<file path="config.mk">
export PLATFORM = sky130hd
export DESIGN_NAME = cpf_box
export DESIGN_NICKNAME = d
export VERILOG_FILES = /design/src/design/cpf_pkg.sv /design/src/design/cpf_box.sv
export SDC_FILE = /design/constraint.sdc
export NUM_CORES = 2
export LEC_CHECK = 0
export BUFFER_PORTS_ARGS = -buffer_cell sky130_fd_sc_hd__clkbuf_2
export CAP_MARGIN = 0
export CORE_AREA = 4 4 630 632
export CTS_BUF_LIST = sky130_fd_sc_hd__clkbuf_2 sky130_fd_sc_hd__clkbuf_4 sky130_fd_sc_hd__clkbuf_8
export DETAILED_ROUTE_END_ITERATION = 10
export DIE_AREA = 0 0 634 636
export GPL_ROUTABILITY_DRIVEN = 0
export MAX_ROUTING_LAYER = met4
export PLACE_DENSITY = 0.43
export SYNTH_ARGS = -nofsm -noshare
export SYNTH_HDL_FRONTEND = slang
export SYNTH_SLANG_ARGS = --single-unit
</file>
<file path="constraint.sdc">
create_clock -name clk -period 17.3 [get_ports clk]
set_input_delay 3.46 -clock clk [delete_from_list [all_inputs] [get_ports clk]]
set_output_delay 3.46 -clock clk [all_outputs]
set_load 0.02 [all_outputs]
</file>
<file path="src/design/cpf_pkg.sv">
// Types and constants of the collider point containment filter.
package cpf_pkg;

    // Widest supported fraction and the quotient width it implies
    localparam int FRAC_MAX = 24;
    localparam int T_W      = FRAC_MAX + 1;
    localparam int WIDE_W   = 70;

    // Shape kinds
    localparam logic [1:0] KIND_BOX     = 2'd0;
    localparam logic [1:0] KIND_SPHERE  = 2'd1;
    localparam logic [1:0] KIND_CAPSULE = 2'd2;
    localparam logic [1:0] KIND_NONE    = 2'd3;

    // Register indexes
    localparam logic [2:0] CFG_POINT_X    = 3'd0;
    localparam logic [2:0] CFG_POINT_Y    = 3'd1;
    localparam logic [2:0] CFG_POINT_Z    = 3'd2;
    localparam logic [2:0] CFG_LAYER_MASK = 3'd3;
    localparam logic [2:0] CFG_ONLY_TRIG  = 3'd4;
    localparam logic [2:0] CFG_TOLERANCE  = 3'd5;

    typedef logic signed [32:0] crd_t;

    typedef struct packed {
        logic [31:0]        entity_id;
        logic [1:0]         shape_kind;
        logic signed [31:0] center_x;
        logic signed [31:0] center_y;
        logic signed [31:0] center_z;
        logic signed [31:0] second_x;
        logic signed [31:0] second_y;
        logic signed [31:0] second_z;
        logic [63:0]        rotation;
        logic [30:0]        radius;
        logic [31:0]        layer_mask;
        logic               trig_flag;
    } item_t;

    typedef struct packed {
        logic [31:0] hit_entity;
        logic [1:0]  hit_kind;
    } result_t;

    // Per-item identity and early decisions
    typedef struct packed {
        logic [31:0] entity;
        logic [1:0]  kind;
        logic        pass;
        logic        sphere_hit;
        logic        box_hit;
    } tag_t;

    // Capsule and sphere data leaving the front end
    typedef struct packed {
        tag_t                     tag;
        crd_t [2:0]               rel;
        crd_t [2:0]               seg;
        logic [63:0]              r2;
        logic [WIDE_W-1:0]        len2;
        logic signed [WIDE_W-1:0] dot;
    } cap_t;

    // Box data leaving the front end
    typedef struct packed {
        logic [8:0][62:0] mr;
        logic [2:0][31:0] ext;
    } box_t;

    // Capsule parameter division state
    typedef struct packed {
        tag_t              tag;
        crd_t [2:0]        rel;
        crd_t [2:0]        seg;
        logic [63:0]       r2;
        logic [WIDE_W-1:0] len2;
        logic [WIDE_W-1:0] rem;
        logic [T_W-1:0]    t;
        logic              done;
        logic              full;
    } div_t;

endpackage

</file>
<file path="src/design/cpf_box.sv">
// Box test back end: rounding, excess over extents, squared excess compare.
module cpf_box import cpf_pkg::*; (
    input  logic        clk,
    input  logic        rst_n,
    input  logic        en,
    input  logic        i_valid,
    input  cap_t        i_cap,
    input  box_t        i_box,
    input  logic [15:0] tolerance,
    input  logic [31:0] tol_sq,
    output logic        o_valid,
    output div_t        o_div
);

    localparam logic signed [63:0] RND28 = 64'sd134217728;

    logic               v_reg [4];
    div_t               dd_reg [4];
    div_t               d_init, g_div;

    logic signed [36:0] d_l_reg [3];
    logic signed [36:0] d_l_next [3];
    logic [31:0]        d_ext_reg [3];
    logic [15:0]        e_ex_reg [3];
    logic [15:0]        e_ex_next [3];
    logic               e_fail_reg, e_fail_next;
    logic [31:0]        f_sq_reg [3];
    logic [31:0]        f_sq_next [3];
    logic               f_fail_reg;

    // Round the rotated terms and start the capsule division
    always_comb
    begin
        logic signed [36:0] acc;
        logic signed [63:0] tmp;
        logic               pos, ge;
        for (int i = 0; i < 3; i++)
        begin
            acc = '0;
            for (int j = 0; j < 3; j++)
            begin
                tmp = 64'($signed(i_box.mr[j*3+i])) + RND28;
                acc = acc + 37'(tmp >>> 28);
            end
            d_l_next[i] = acc;
        end
        pos = !i_cap.dot[WIDE_W-1] && (i_cap.dot != '0);
        ge  = $unsigned(i_cap.dot) >= i_cap.len2;
        d_init.tag  = i_cap.tag;
        d_init.rel  = i_cap.rel;
        d_init.seg  = i_cap.seg;
        d_init.r2   = i_cap.r2;
        d_init.len2 = i_cap.len2;
        d_init.rem  = (pos && !ge) ? $unsigned(i_cap.dot) : '0;
        d_init.t    = '0;
        d_init.done = !pos || ge;
        d_init.full = pos && ge;
    end

    // Excess of each rotated coordinate over its extent
    always_comb
    begin
        logic [36:0] al, ex;
        e_fail_next = 1'b0;
        for (int i = 0; i < 3; i++)
        begin
            al = d_l_reg[i][36] ? 37'(-d_l_reg[i]) : 37'(d_l_reg[i]);
            ex = (al > 37'(d_ext_reg[i])) ? (al - 37'(d_ext_reg[i])) : '0;
            if (ex > 37'(tolerance))
                e_fail_next = 1'b1;
            e_ex_next[i] = ex[15:0];
        end
    end

    // Square the excesses
    always_comb
    begin
        for (int i = 0; i < 3; i++)
            f_sq_next[i] = e_ex_reg[i] * e_ex_reg[i];
    end

    // Compare the summed squares with tolerance squared
    always_comb
    begin
        logic [33:0] s;
        s = 34'(f_sq_reg[0]) + 34'(f_sq_reg[1]) + 34'(f_sq_reg[2]);
        g_div = dd_reg[2];
        g_div.tag.box_hit = !f_fail_reg && (s <= 34'(tol_sq));
    end

    // Advance valid bits
    always_ff @(posedge clk or negedge rst_n)
    begin
        if (!rst_n)
        begin
            for (int s = 0; s < 4; s++)
                v_reg[s] <= 1'b0;
        end
        else if (en)
        begin
            v_reg[0] <= i_valid;
            v_reg[1] <= v_reg[0];
            v_reg[2] <= v_reg[1];
            v_reg[3] <= v_reg[2];
        end
    end

    // Advance payload
    always_ff @(posedge clk)
    begin
        if (en)
        begin
            dd_reg[0]  <= d_init;
            dd_reg[1]  <= dd_reg[0];
            dd_reg[2]  <= dd_reg[1];
            dd_reg[3]  <= g_div;
            d_l_reg    <= d_l_next;
            for (int i = 0; i < 3; i++)
                d_ext_reg[i] <= i_box.ext[i];
            e_ex_reg   <= e_ex_next;
            e_fail_reg <= e_fail_next;
            f_sq_reg   <= f_sq_next;
            f_fail_reg <= e_fail_reg;
        end
    end

    assign o_valid = v_reg[3];
    assign o_div   = dd_reg[3];

endmodule

</file>
==> run metrics <==
H-tree depth 5; hold_buf cts 0; unrepaired setup endpoints after global routing no; Final Util 33.96%; share of cells above drive strength 1 20.03%; Clock transition at path regs 60 ps; Post-DP Area 125200 µm²; Remaining DRCs 0; register area 63490 µm²; port bufs 1351; clock skew 59.52 ps; simple-gate share of the synthesized area 8.796%; flops & latches, synth 2115; # fillers 39058; post-CTS setup buffer count 0; outcome complete, no violations; most common cell after layout, fill and taps aside edfxtp_1; total gr overflow 0; Worst path most repeated cell a21oi_1; slowest stage cell, crit path a211oi_1; Iter 0 DRT Violations 4622; Hold Vio Cnt, Final 0; die height 636 µm; synth-to-layout area growth 18.79%; mux share of post-synthesis cell area 0.1353%; DR vias 69616; Post-synth top flop edfxtp_1; Synth Cell Area 111900 µm²; Arr. time, crit path 9640 ps; crit path kind register to register; FF-to-FF setup slack 8390 ps; Die X 634 µm; Num CTS Buffers 376; critical path endpoint category register; Cell variety after synth 92; vias in the first global route 72364; EDFF count, synth 2111; clock tree buffer depth 4; Routed WL per cell 20.43 µm; dpl hpwl 251300 µm; critical path required time 18030 ps; CTS Root Cell clkbuf_8; ANT nets after route 0; nets 12392; commonest non-fill, non-tap cells in the layout 2111 x edfxtp_1, 1350 x clkbuf_2, 1011 x inv_1, 689 x ha_1, 638 x fa_1; adder-cell share of the synthesized area 19.12%; CTS Sinks 2115; number of maximum-capacitance violations 0; Mean Syn Cell Area 13.58 µm²; largest net degree at the start of global routing 185; asr flop ratio synth 0.1891%; Max Slew Vio Count 0; final setup vio count 0; setup_tns 0 ps; yosys warns 0; FMAX 0.1122 GHz; startpoint class of the critical path register; sequential-to-total area share from yosys stat 56.74%; fin crit period 8915 ps; final wirelength 316500 µm; relative slew slack 12.95%; Tightest Pin Transition 1294 ps; first-pass GRT wire length 465500 µm; die area 403200 µm²; Max FO, Critical Path 18; DR pass1 iterations 5; Multi-input gate area 44130 µm²; max reg flops 1761; CP max stage delay 710 ps; row count 230; HP Class register to register; CTS tree done; Clk Latency, worst-skew pair 1050 ps; Finished Cell Area 132900 µm²; Avg Vias per Cell 4.494; Ports 1621; XOR/XNOR share of the synthesized area 5.368%; initial antenna violation count 148; Synth Area in Compound Gates 5.900%; largest family of logic cells by synthesized area adder cells; All-Layer GR Usage 15.77%; effective utilization at floorplan 28.59%; core area 391400 µm²; Final Cycle Share 51.53%; Gate Count Post-Synth 8241; post-cts repair resize count 0
cells in the mapped netlist, types with 9 or more instances:
| cell type | n | area (µm²) |
|---|---|---|
| edfxtp_1 | 2111 | 63390 |
| inv_1 | 1011 | 3795 |
| ha_1 | 689 | 8621 |
| fa_1 | 638 | 12770 |
| xnor2_1 | 492 | 4309 |
| nand2_1 | 464 | 1742 |
| nor2_1 | 398 | 1494 |
| a21oi_1 | 283 | 1416 |
| and2_1 | 199 | 1245 |
| nand3_1 | 198 | 991.0 |
| xor2_1 | 192 | 1682 |
| o21ai_0 | 188 | 940.9 |
| and3_1 | 157 | 982.2 |
| a21o_1 | 154 | 1156 |
| nand4_1 | 102 | 638.1 |
| clkbuf_1 | 101 | 379.1 |
| nor3_1 | 97 | 485.5 |
| nor2b_1 | 76 | 475.5 |
| nand2b_1 | 55 | 344.1 |
| o31ai_1 | 55 | 412.9 |
| o21a_1 | 54 | 405.4 |
| a211oi_1 | 44 | 330.3 |
| nor4_1 | 41 | 256.5 |
| o21bai_1 | 40 | 300.3 |
| or3_1 | 38 | 237.7 |
| a31oi_1 | 28 | 175.2 |
| buf_4 | 26 | 195.2 |
| or2_2 | 24 | 150.1 |
| or4_1 | 23 | 172.7 |
| and4_1 | 22 | 192.7 |
| o41ai_1 | 19 | 166.4 |
| o211ai_1 | 17 | 127.6 |
| o31a_1 | 10 | 87.58 |
| a211o_1 | 9 | 78.83 |
| a21boi_0 | 9 | 67.56 |
final timing paths:
check	from	end	depth (start not counted)
worst min-delay path	dd_reg[2][125]	dd_reg[3][125]	0
worst max register to register	d_l_reg[2]	e_fail_reg	35
max in group asynchronous	rst_n	v_reg[2]	1
min in group asynchronous	rst_n	o_valid	1
worst min register to register	dd_reg[2][125]	dd_reg[3][125]	0
worst max-delay path	d_l_reg[2]	e_fail_reg	35
per-stage QoR:
step,std cells,worst slack (ps),hold WS (ps)
6_report,15490,8386,370.8
5_1_grt,15483,7769,366.4
4_1_cts,15429,8242,371.9
3_5_place_dp,14753,7965,404.5
3_3_place_gp,14753,7959,400.0
2_1_floorplan,8268,9064,400.3
logic make-up (layout without fill, tap and decap cells):
logic type | after synthesis | in the layout
simple gates | 1942 | 1942
other cells | 2 | 90
fa+ha+maj | 1327 | 1327
mux | 14 | 14
flops | 2115 | 2115
xor+xnor | 685 | 685
compound gates | 1012 | 1012
buf+inv | 1144 | 3085
cell type report:
cell class                      count  share of cell area (%)
Inverter                         1011                   2.855
Clock buffer                      498                   4.615
Sequential cell                  2115                   47.76
Clock inverter                    178                   1.103
Multi-Input combinational cell   5009                   33.20
Timing Repair Buffer             1398                   5.439
Tap cell                         5220                   4.913
Antenna cell                       61                  0.1148
worst max-delay path: cells and delay by family (launching register included):
kind | cells | cell delay [ps]
and+or+nand+nor | 12 | 2440
DFF | 1 | 430
buffers and inverters | 1 | 210
AOI/OAI and AO/OA | 19 | 4590
adders and majority gates | 2 | 770
xor gates and xnor gates | 1 | 120
per-layer routing:
metal | track usage, % | part of all wire [%]
met1 | 19.15 | 42
met2 | 26.51 | 50
met3 | 3.038 | 5.4
met4 | 4.771 | 3.2
met5 | - | 0
Power is left out: the tool's default activity adds up to more than one toggle a clock period on the data nets, which glitch-free logic cannot reach.
