## src/design/cpf_pkg.sv

```systemverilog
// Types and constants of the collider point containment filter.
package cpf_pkg;

    // Widest supported fraction and the quotient width it implies
    localparam int FRAC_MAX = 24;
    localparam int T_W      = FRAC_MAX + 1;
    localparam int WIDE_W   = 70;

    // Shape kinds
    localparam logic [1:0] KIND_BOX     = 2'd0;
    localparam logic [1:0] KIND_SPHERE  = 2'd1;
    localparam logic [1:0] KIND_CAPSULE = 2'd2;
    localparam logic [1:0] KIND_NONE    = 2'd3;

    // Register indexes
    localparam logic [2:0] CFG_POINT_X    = 3'd0;
    localparam logic [2:0] CFG_POINT_Y    = 3'd1;
    localparam logic [2:0] CFG_POINT_Z    = 3'd2;
    localparam logic [2:0] CFG_LAYER_MASK = 3'd3;
    localparam logic [2:0] CFG_ONLY_TRIG  = 3'd4;
    localparam logic [2:0] CFG_TOLERANCE  = 3'd5;

    typedef logic signed [32:0] crd_t;

    typedef struct packed {
        logic [31:0]        entity_id;
        logic [1:0]         shape_kind;
        logic signed [31:0] center_x;
        logic signed [31:0] center_y;
        logic signed [31:0] center_z;
        logic signed [31:0] second_x;
        logic signed [31:0] second_y;
        logic signed [31:0] second_z;
        logic [63:0]        rotation;
        logic [30:0]        radius;
        logic [31:0]        layer_mask;
        logic               trig_flag;
    } item_t;

    typedef struct packed {
        logic [31:0] hit_entity;
        logic [1:0]  hit_kind;
    } result_t;

    // Per-item identity and early decisions
    typedef struct packed {
        logic [31:0] entity;
        logic [1:0]  kind;
        logic        pass;
        logic        sphere_hit;
        logic        box_hit;
    } tag_t;

    // Capsule and sphere data leaving the front end
    typedef struct packed {
        tag_t                     tag;
        crd_t [2:0]               rel;
        crd_t [2:0]               seg;
        logic [63:0]              r2;
        logic [WIDE_W-1:0]        len2;
        logic signed [WIDE_W-1:0] dot;
    } cap_t;

    // Box data leaving the front end
    typedef struct packed {
        logic [8:0][62:0] mr;
        logic [2:0][31:0] ext;
    } box_t;

    // Capsule parameter division state
    typedef struct packed {
        tag_t              tag;
        crd_t [2:0]        rel;
        crd_t [2:0]        seg;
        logic [63:0]       r2;
        logic [WIDE_W-1:0] len2;
        logic [WIDE_W-1:0] rem;
        logic [T_W-1:0]    t;
        logic              done;
        logic              full;
    } div_t;

endpackage

```

## src/design/cpf_div_step.sv

```systemverilog
// One restoring division step of the capsule segment parameter.
module cpf_div_step import cpf_pkg::*; (
    input  logic clk,
    input  logic rst_n,
    input  logic en,
    input  logic i_valid,
    input  div_t i_div,
    output logic o_valid,
    output div_t o_div
);

    logic valid_reg;
    div_t div_reg, div_next;

    // Shift in one quotient bit unless the parameter is already settled
    always_comb
    begin
        logic [WIDE_W-1:0] r2x;
        div_next = i_div;
        r2x = {i_div.rem[WIDE_W-2:0], 1'b0};
        if (!i_div.done)
        begin
            div_next.t = {i_div.t[T_W-2:0], 1'b0};
            if (r2x >= i_div.len2)
            begin
                div_next.rem  = r2x - i_div.len2;
                div_next.t[0] = 1'b1;
            end
            else
            begin
                div_next.rem = r2x;
            end
        end
    end

    always_ff @(posedge clk or negedge rst_n)
    begin
        if (!rst_n)
            valid_reg <= 1'b0;
        else if (en)
            valid_reg <= i_valid;
    end

    always_ff @(posedge clk)
    begin
        if (en)
            div_reg <= div_next;
    end

    assign o_valid = valid_reg;
    assign o_div   = div_reg;

endmodule

```

## config.mk

```make
export PLATFORM = sky130hd
export DESIGN_NAME = cpf_div_step
export DESIGN_NICKNAME = d
export VERILOG_FILES = /design/src/design/cpf_pkg.sv /design/src/design/cpf_div_step.sv
export SDC_FILE = /design/constraint.sdc
export NUM_CORES = 1
export LEC_CHECK = 0
export BUFFER_PORTS_ARGS = -buffer_cell sky130_fd_sc_hd__buf_2
export CELL_PAD_IN_SITES_DETAIL_PLACEMENT = 0
export CELL_PAD_IN_SITES_GLOBAL_PLACEMENT = 1
export CORE_AREA = 2 2 360 362
export CTS_BUF_LIST = sky130_fd_sc_hd__clkbuf_4 sky130_fd_sc_hd__clkbuf_8 sky130_fd_sc_hd__clkbuf_16
export DETAILED_ROUTE_END_ITERATION = 16
export DIE_AREA = 0 0 362 364
export PLACE_DENSITY = 0.42
export SLEW_MARGIN = 20
export SYNTH_ARGS = -nofsm -noshare
export SYNTH_HDL_FRONTEND = slang
export SYNTH_SLANG_ARGS = --single-unit
```

## constraint.sdc

```tcl
create_clock -name clk -period 1 [get_ports clk]
set_input_delay 0 -clock clk [delete_from_list [all_inputs] [get_ports clk]]
set_output_delay 0 -clock clk [all_outputs]
set_load 0.05 [all_outputs]
```

==> metrics.md, run 1 <==
| Metric | Value |
|---|---|
| Layout Skew | 0 ns |
| Minimum clock period | 2.72 ns |
| Die area | 0.132 mm² |
| Vias per cell | 3.94 |
| Core Area | 0.128 mm² |
| Area of the multi-input gates | 0.00677 mm² |
| Port Buf Inserts | 936 |
| Leak | 0.0180 µW |
| Arrival time worst endpoint | 3.13 ns |
| Longest Clk Path Bufs | 3 |
| Initial antenna violation count | 43 |
| Peak supply drop | 0.00133 V |
| Depth of the CTS H-tree | 2 |
| Worst path max stage delay | 0.34 ns |
| Hold depth | 2 |
| Register bit count reported by yosys | 467 |
| Cells along the critical path | buf_8 > inv_4 > ha_4 > a21oi_4 > o21ai_2 > a221o_1 > a21o_1 > a221o_1 > a31o_4 > a31o_4 > a21oi_4 > nand2_4 > buf_12 > mux2_4 > mux2_4 |
| F_max | 367 MHz |
| Area grow syn2layout | 104% |
| CP max FO | 18 |
| Final worst path period share | 2.72 |
| Register area | 0.0140 mm² |
| Pre-CTS setup slack | -2.99 ns |
| Gpl congestion | 0.890 |
| Synth Instances | 1390 |
| Final WL | 127000 µm |
| Fill cells | 12900 |
| Via count | 19900 |
| Root Buffer | clkbuf_16 |
| CTS buffer count | 61 |
| Max-cap viol count | 0 |
| Largest net degree at the start of global routing | 39 |
| Hold WC Path Type | primary input to flop |
| Synthesis warning total | 0 |
| Ranking of synthesized cells by area | edfxtp_1 (68%), ha_1 (4.3%), mux2_2 (3.6%), a21oi_1 (2.7%), mux2_4 (2.0%) |
| First DRT Iteration DRCs | 1029 |
| Top-count cell post-synth | edfxtp_1 |
| Mapped Nets | 1931 |
| Worst setup margin | -1.72 ns |
| Cell Pwr Density | 1650 mW/mm² |
| Sequential area share after synthesis | 0.682 |
| Clock transition at path regs | 0.06 ns |
| Endpoint type of the worst setup path | flop |
| Syn avg cell area | 14.8 µm² |
| Die Height | 364 µm |
| Total grt overflow | 0 |
| Post-DP HPWL | 102000 µm |
| First-pass GRT wire length | 171000 µm |
| Vias in the first global route | 21400 |
| 1st-pass router iterations | 4 |
| Relative slew slack | 0.562 |
| Synth Flop Type | edfxtp_1 |
| Final Hold Vio Count | 0 |
| Number of enable flip-flop cells after synthesis | 466 |
| RSZ-0062 raised after global routing | yes |
| DIE WIDTH | 362 µm |
| Initial Util | 0.160 |
| Worst reg-to-reg path cell count | 1 |
| Synth area leader | edfxtp_1 |
| Post-DRT Antenna Nets | 0 |
| Setup CP Type | primary input to flop |
| Post-synth cell types | 74 |
| Setup TNS | -223.62 ns |
| Row cnt | 132 |
| Synth top area share | 0.681 |
| Slowest-stage cell, CP | a221o_1 |
| Failing checks | negative setup slack |
| Final nets | 3846 |
| Post-synth top cells | edfxtp_1 (466), a21oi_1 (112), inv_1 (111), ha_1 (70), nand2_1 (70) |
| Mapped Area | 0.0205 mm² |
| Worst EP required | 1.41 ns |
| CTS tree | yes |
| Setup violators final | 538 |
| Clock latency on the worst-skew pair | 0.67 ns |
| Total Routing Usage GR | 0.184 |
| Async S/R FF share, synth | 0.00214 |
| Share of cells above drive strength 1 | 0.510 |
| Outcome | complete, but fails checks |
| Worst slew pin tran | 0.649 ns |
| Drt wl/cell | 25.3 µm |
| # DRC | 0 |
| Sink Count | 467 |
| CP Launch Type | primary input |
| I/O pins | 937 |
| R2R Setup Slk | 0.23 ns |
| Slew Limit Fails | 0 |
## cells in the final DEF, fill, tap and decap left out, drive strengths merged, types with 4 or more instances in the layout
| master | count |
|---|---|
| a31oi | 6 |
| bufinv | 7 |
| buf | 1387 |
| dlygate4sd3 | 509 |
| clkinvlp | 4 |
| o21a | 6 |
| or3 | 4 |
| diode | 9 |
| nand2 | 71 |
| o211ai | 7 |
| nand3 | 10 |
| and3 | 4 |
| a21oi | 115 |
| a221o | 7 |
| ha | 70 |
| a21boi | 5 |
| clkinv | 29 |
| a211oi | 4 |
| inv | 115 |
| xor2 | 19 |
| o21bai | 19 |
| nor2b | 13 |
| xnor2 | 45 |
| nor3b | 5 |
| nor3 | 14 |
| a21o | 42 |
| o31ai | 8 |
| clkbuf | 70 |
| a31o | 5 |
| mux2 | 94 |
| nand4 | 19 |
| nor2 | 49 |
| o21ai | 41 |
| edfxtp | 466 |
| nor4 | 9 |
| mux2i | 33 |
## per-stage QoR
step,area (µm²),hold slack (ns),utilization,power (µW),std cells
2_1_floorplan,20700,-0.296,-,34100,1390
3_3_place_gp,30700,-0.223,0.239,42000,4374
3_5_place_dp,30700,-0.224,0.239,41900,4374
4_1_cts,41500,0.000620,0.323,69800,5018
5_1_grt,41900,0.0127,0.327,71800,5034
6_report,41900,0.0528,0.327,69200,5039
## final timing paths
path / start / endpoint
max reg2reg: o_valid / o_valid
min in group asynchronous: rst_n / o_valid
min reg2reg: o_valid / o_valid
max: i_div[122] / o_div[42]
max in group asynchronous: rst_n / o_valid
min: i_div[293] / o_div[293]
## worst max-delay path, delay by kind of cell
family	cells	cell delay [ns]
multiplexers	2	0.58
buffers and inverters	3	0.37
AO/OA/AOI/OAI	8	1.77
adder cells (fa/ha/maj)	1	0.21
AND/OR/NAND/NOR	1	0.16
## state kept, by name, summed over array words and instances, names as in the netlist
register and flops:
o_div 466, o_valid 1
## layout make-up
class / count / share of cell area
Clock inverter: 44 / 0.0109
Tap cell: 1675 / 0.0500
Multi-Input combinational cell: 767 / 0.162
Sequential cell: 467 / 0.334
Antenna cell: 9 / 0.000537
Clock buffer: 69 / 0.0378
Inverter: 111 / 0.0104
Timing Repair Buffer: 1897 / 0.394
## power by group
group	switching, µW	leakage, µW	total [µW]	internal [µW]
clock	9550	0.000996	22800	13200
combinational	12600	0.0124	21900	9260
sequential	1040	0.00457	24600	23600
## layer usage
layer / share of wire / up-vias / GRT usage
met5: 0.0013 / - / 0
met3: 0.080 / 175 / 0.0606
li1: - / 9106 / -
met2: 0.48 / 748 / 0.313
met1: 0.40 / 9816 / 0.221
met4: 0.035 / 28 / 0.0565
## kinds of logic after synthesis
kind of cell | Yosys count | synth area share
xor gates and xnor gates | 64 | 0.0273
DFF | 467 | 0.682
and+or+nand+nor | 213 | 0.0505
muxes | 127 | 0.0727
buffers and inverters | 156 | 0.0304
AOI/OAI and AO/OA | 292 | 0.0933
adders and majority gates | 71 | 0.0436
## what timing repair did
action | 4_1_cts | 5_1_grt
hold buffers | 508 | 1
endpoints found under the hold margin | 663 | 1
resized for setup | 1027 | 83
cloned | 2 | 1
endpoints found under the setup margin | 538 | 538
pin swaps | 32 | 17
setup buffers | 25 | 13
Power figures use the tool's default switching activity.
==> inputs of run 2 (changes only) <==
==> constraint.sdc (replaced) <==
create_clock -name clk -period 1 [get_ports clk]
set_input_delay 0.15 -clock clk [delete_from_list [all_inputs] [get_ports clk]]
set_output_delay 0.15 -clock clk [all_outputs]
set_load 0.05 [all_outputs]
==> run 2 against run 1 <==
Net effect: the flow finishes with violations (negative hold slack, negative setup slack); critical endpoint is now o_div[57]; clock skew did not move; sequential share of layout area rose by 0.17 points; largest power group unchanged; via count fell by 1.1%; final cell count fell by 0.95%.
==> metrics.md, run 2 (synthesis results as in run 1) <==
| Metric | Value |
|---|---|
| Arrival time worst endpoint | 3.34 ns (+0.21 ns) |
| Area grow syn2layout | 103% |
| Worst path max stage delay | 0.35 ns (about the same) |
| Clock latency on the worst-skew pair | 0.66 ns (about the same) |
| I/O pins | 937 (unchanged) |
| Delay-heaviest family, CP | compound AO/OA/AOI/OAI gates |
| R2R Setup Slk | 0.25 ns (+0.02 ns) |
| Worst reg-to-reg path cell count | 1 (unchanged) |
| Vias in the first global route | 21100 (-1.6%) |
| Final Hold Vio Count | 1 (+1) |
| Failing checks | negative hold slack, negative setup slack |
| Slew Limit Fails | 0 (unchanged) |
| Leak | 0.0179 µW (-0.49%) |
| Peak supply drop | 0.00142 V (+6.6%) |
| Buf/Inv on CP | 4 (+1) |
| Relative slew slack | 0.604 (+0.0428) |
| Hold EP | o_div[28] |
| RR Startpoint | o_valid |
| Most frequent cells in the layout | dlygate4sd3_1 (470), edfxtp_1 (466), buf_2 (455) |
| CTS tree | yes |
| Pre-CTS setup slack | -3.15 ns (-0.161 ns) |
| F_max | 338 MHz (-7.9%) |
| Max-cap viol count | 0 (unchanged) |
| Final worst path period share | 2.96 (+0.232) |
| Fill cells | 13000 (+0.67%) |
| Worst slew pin tran | 0.589 ns (-0.0604 ns) |
| Share of cells above drive strength 1 | 0.512 (+0.00213) |
| Core Area | 0.128 mm² (unchanged) |
| CP Launch Type | primary input |
| Die area | 0.132 mm² (unchanged) |
| Drt wl/cell | 25.1 µm (-0.61%) |
| Longest Clk Path Bufs | 3 (unchanged) |
| R2r endpoint | o_valid |
| RSZ-0062 raised after global routing | yes |
| Port Buf Inserts | 936 (unchanged) |
| Min-delay src | i_div[27] |
| Post-DRT Antenna Nets | 0 (unchanged) |
| Max FFs per register | 466 (unchanged) |
| DIE WIDTH | 362 µm (unchanged) |
| First DRT Iteration DRCs | 904 (-12%) |
| Hold depth | 3 (+1) |
| WHS | -0.157 ns (-0.210 ns) |
| Cells along the critical path | buf_2 > inv_2 > ha_4 > a21o_1 > a221o_1 > a21o_1 > a221o_1 > a31o_1 > a31o_4 > a21oi_4 > nand2_8 > buf_12 > buf_12 > mux2_4 > mux2_4 |
| Commonest non-fill, non-tap cell in the layout | dlygate4sd3_1 |
| Setup CP Type | primary input to flop |
| Total Routing Usage GR | 0.180 (-0.00395) |
| Root Buffer | clkbuf_16 |
| Area of the multi-input gates | 0.00671 mm² (-0.85%) |
| Die Height | 364 µm (unchanged) |
| Minimum clock period | 2.96 ns (+0.232 ns) |
| Vias per cell | 3.94 (-0.17%) |
| Register area | 0.0140 mm² (unchanged) |
| Cell Pwr Density | 1640 mW/mm² (-0.88%) |
| Worst setup margin | -1.96 ns (-0.232 ns) |
| Outcome | complete, but fails checks |
| Sink Count | 467 (unchanged) |
| Initial antenna violation count | 58 (+35%) |
| Total grt overflow | 0 (unchanged) |
| Post-DP HPWL | 101000 µm (-0.95%) |
| Final core occ | 0.325 (-0.00167) |
| Largest net degree at the start of global routing | 33 (-15%) |
| Gpl congestion | 0.883 (-0.79%) |
| CP max FO | 8 (-10) |
| Hold WC Path Type | primary input to flop |
| Endpoint type of the worst setup path | flop |
| Clock transition at path regs | 0.06 ns (about the same) |
| Final WL | 125000 µm (-1.6%) |
| 1st-pass router iterations | 5 (+1) |
| Setup violators final | 991 (+84%) |
| Via count | 19700 (-1.1%) |
| CTS buffer count | 59 (-3.3%) |
| Worst EP required | 1.39 ns (-0.02 ns) |
| Depth of the CTS H-tree | 2 (unchanged) |
| First-pass GRT wire length | 167000 µm (-2.2%) |
| Layout Skew | 0 ns (unchanged) |
| Slowest-stage cell, CP | a221o_1 |
| Final nets | 3798 (-1.2%) |
| # DRC | 0 (unchanged) |
| Initial Util | 0.160 (unchanged) |
| Row cnt | 132 (unchanged) |
[run 2: cell types whose count changed in the layout (fill, tap and decap cells not counted), sizes merged]
cell / previous run / this run
clkinv: 29 / 27
bufinv: 7 / 4
buf: 1387 / 1381
dlygate4sd3: 509 / 470
clkinvlp: 4 / 3
diode: 9 / 12
[run 2: area by class of cell]
type / instances / area share
flip-flops and latches: 467 / 0.336
clock inverters: 38 / 0.00870
repair buffers: 1851 / 0.395
inverters: 111 / 0.0103
diodes: 12 / 0.000720
multi-input cells: 767 / 0.161
clock buffers: 70 / 0.0378
well taps: 1675 / 0.0503
[run 2: what timing repair did]
action	4_1_cts	5_1_grt
cloned	3	0
hold buffers	470	1
pin swaps	25	33
resized for setup	158	1279
hold endpoints to repair	484	19
setup buffers	12	14
setup endpoints to repair	538	1004
[run 2: worst max path at each step]
stage	start	end	slack, ns	cells past startpoint
global placement	i_div[109]	o_div[96]	-3.20	17
CTS	i_div[27]	o_div[57]	-1.90	15
global route	i_div[27]	o_div[57]	-1.97	15
finish	i_div[124]	o_div[57]	-1.96	15
floorplan	i_div[134]	o_div[42]	-2.28	14
detailed placement	i_div[109]	o_div[96]	-3.15	17
[run 2: where the power goes]
group          internal, µW  leakage (µW)  total (µW)  switching (µW)
Combinational          9350        0.0123       21800           12500
Clock                 12300      0.000959       21800            9470
Sequential            23600       0.00457       24600            1060
Total                 45300        0.0179       68300           23000
[run 2: metal layers]
metal | vias up | global-route usage | routed length (µm)
met2 | 738 | 0.299 | 58400
met4 | 38 | 0.0587 | 4660
met5 | - | 0 | 231
met3 | 194 | 0.0677 | 12000
met1 | 9657 | 0.215 | 50000
li1 | 9024 | - | -
[run 2: tightest hold or removal path, stage by stage]
cell,delay (ns)
buf_8,0.09
mux2i_1,0.06
o21ai_0,0.13
[run 2: stage by stage]
| stage | cell area, µm² | power (µW) | cells | setup TNS, ns | hold slack [ns] |
|---|---|---|---|---|---|
| detailed placement | 31300 | 42200 | 4379 | -241.08 | -0.0733 |
| global placement | 31300 | 42300 | 4379 | -242.86 | -0.0742 |
| finish | 41700 | 68300 | 4991 | -415.14 | -0.157 |
| floorplan | 20800 | 34100 | 1390 | -151.73 | -0.146 |
| CTS | 38800 | 67100 | 4968 | -479.32 | -0.216 |
| global route | 41700 | 71100 | 4980 | -482.09 | -0.143 |
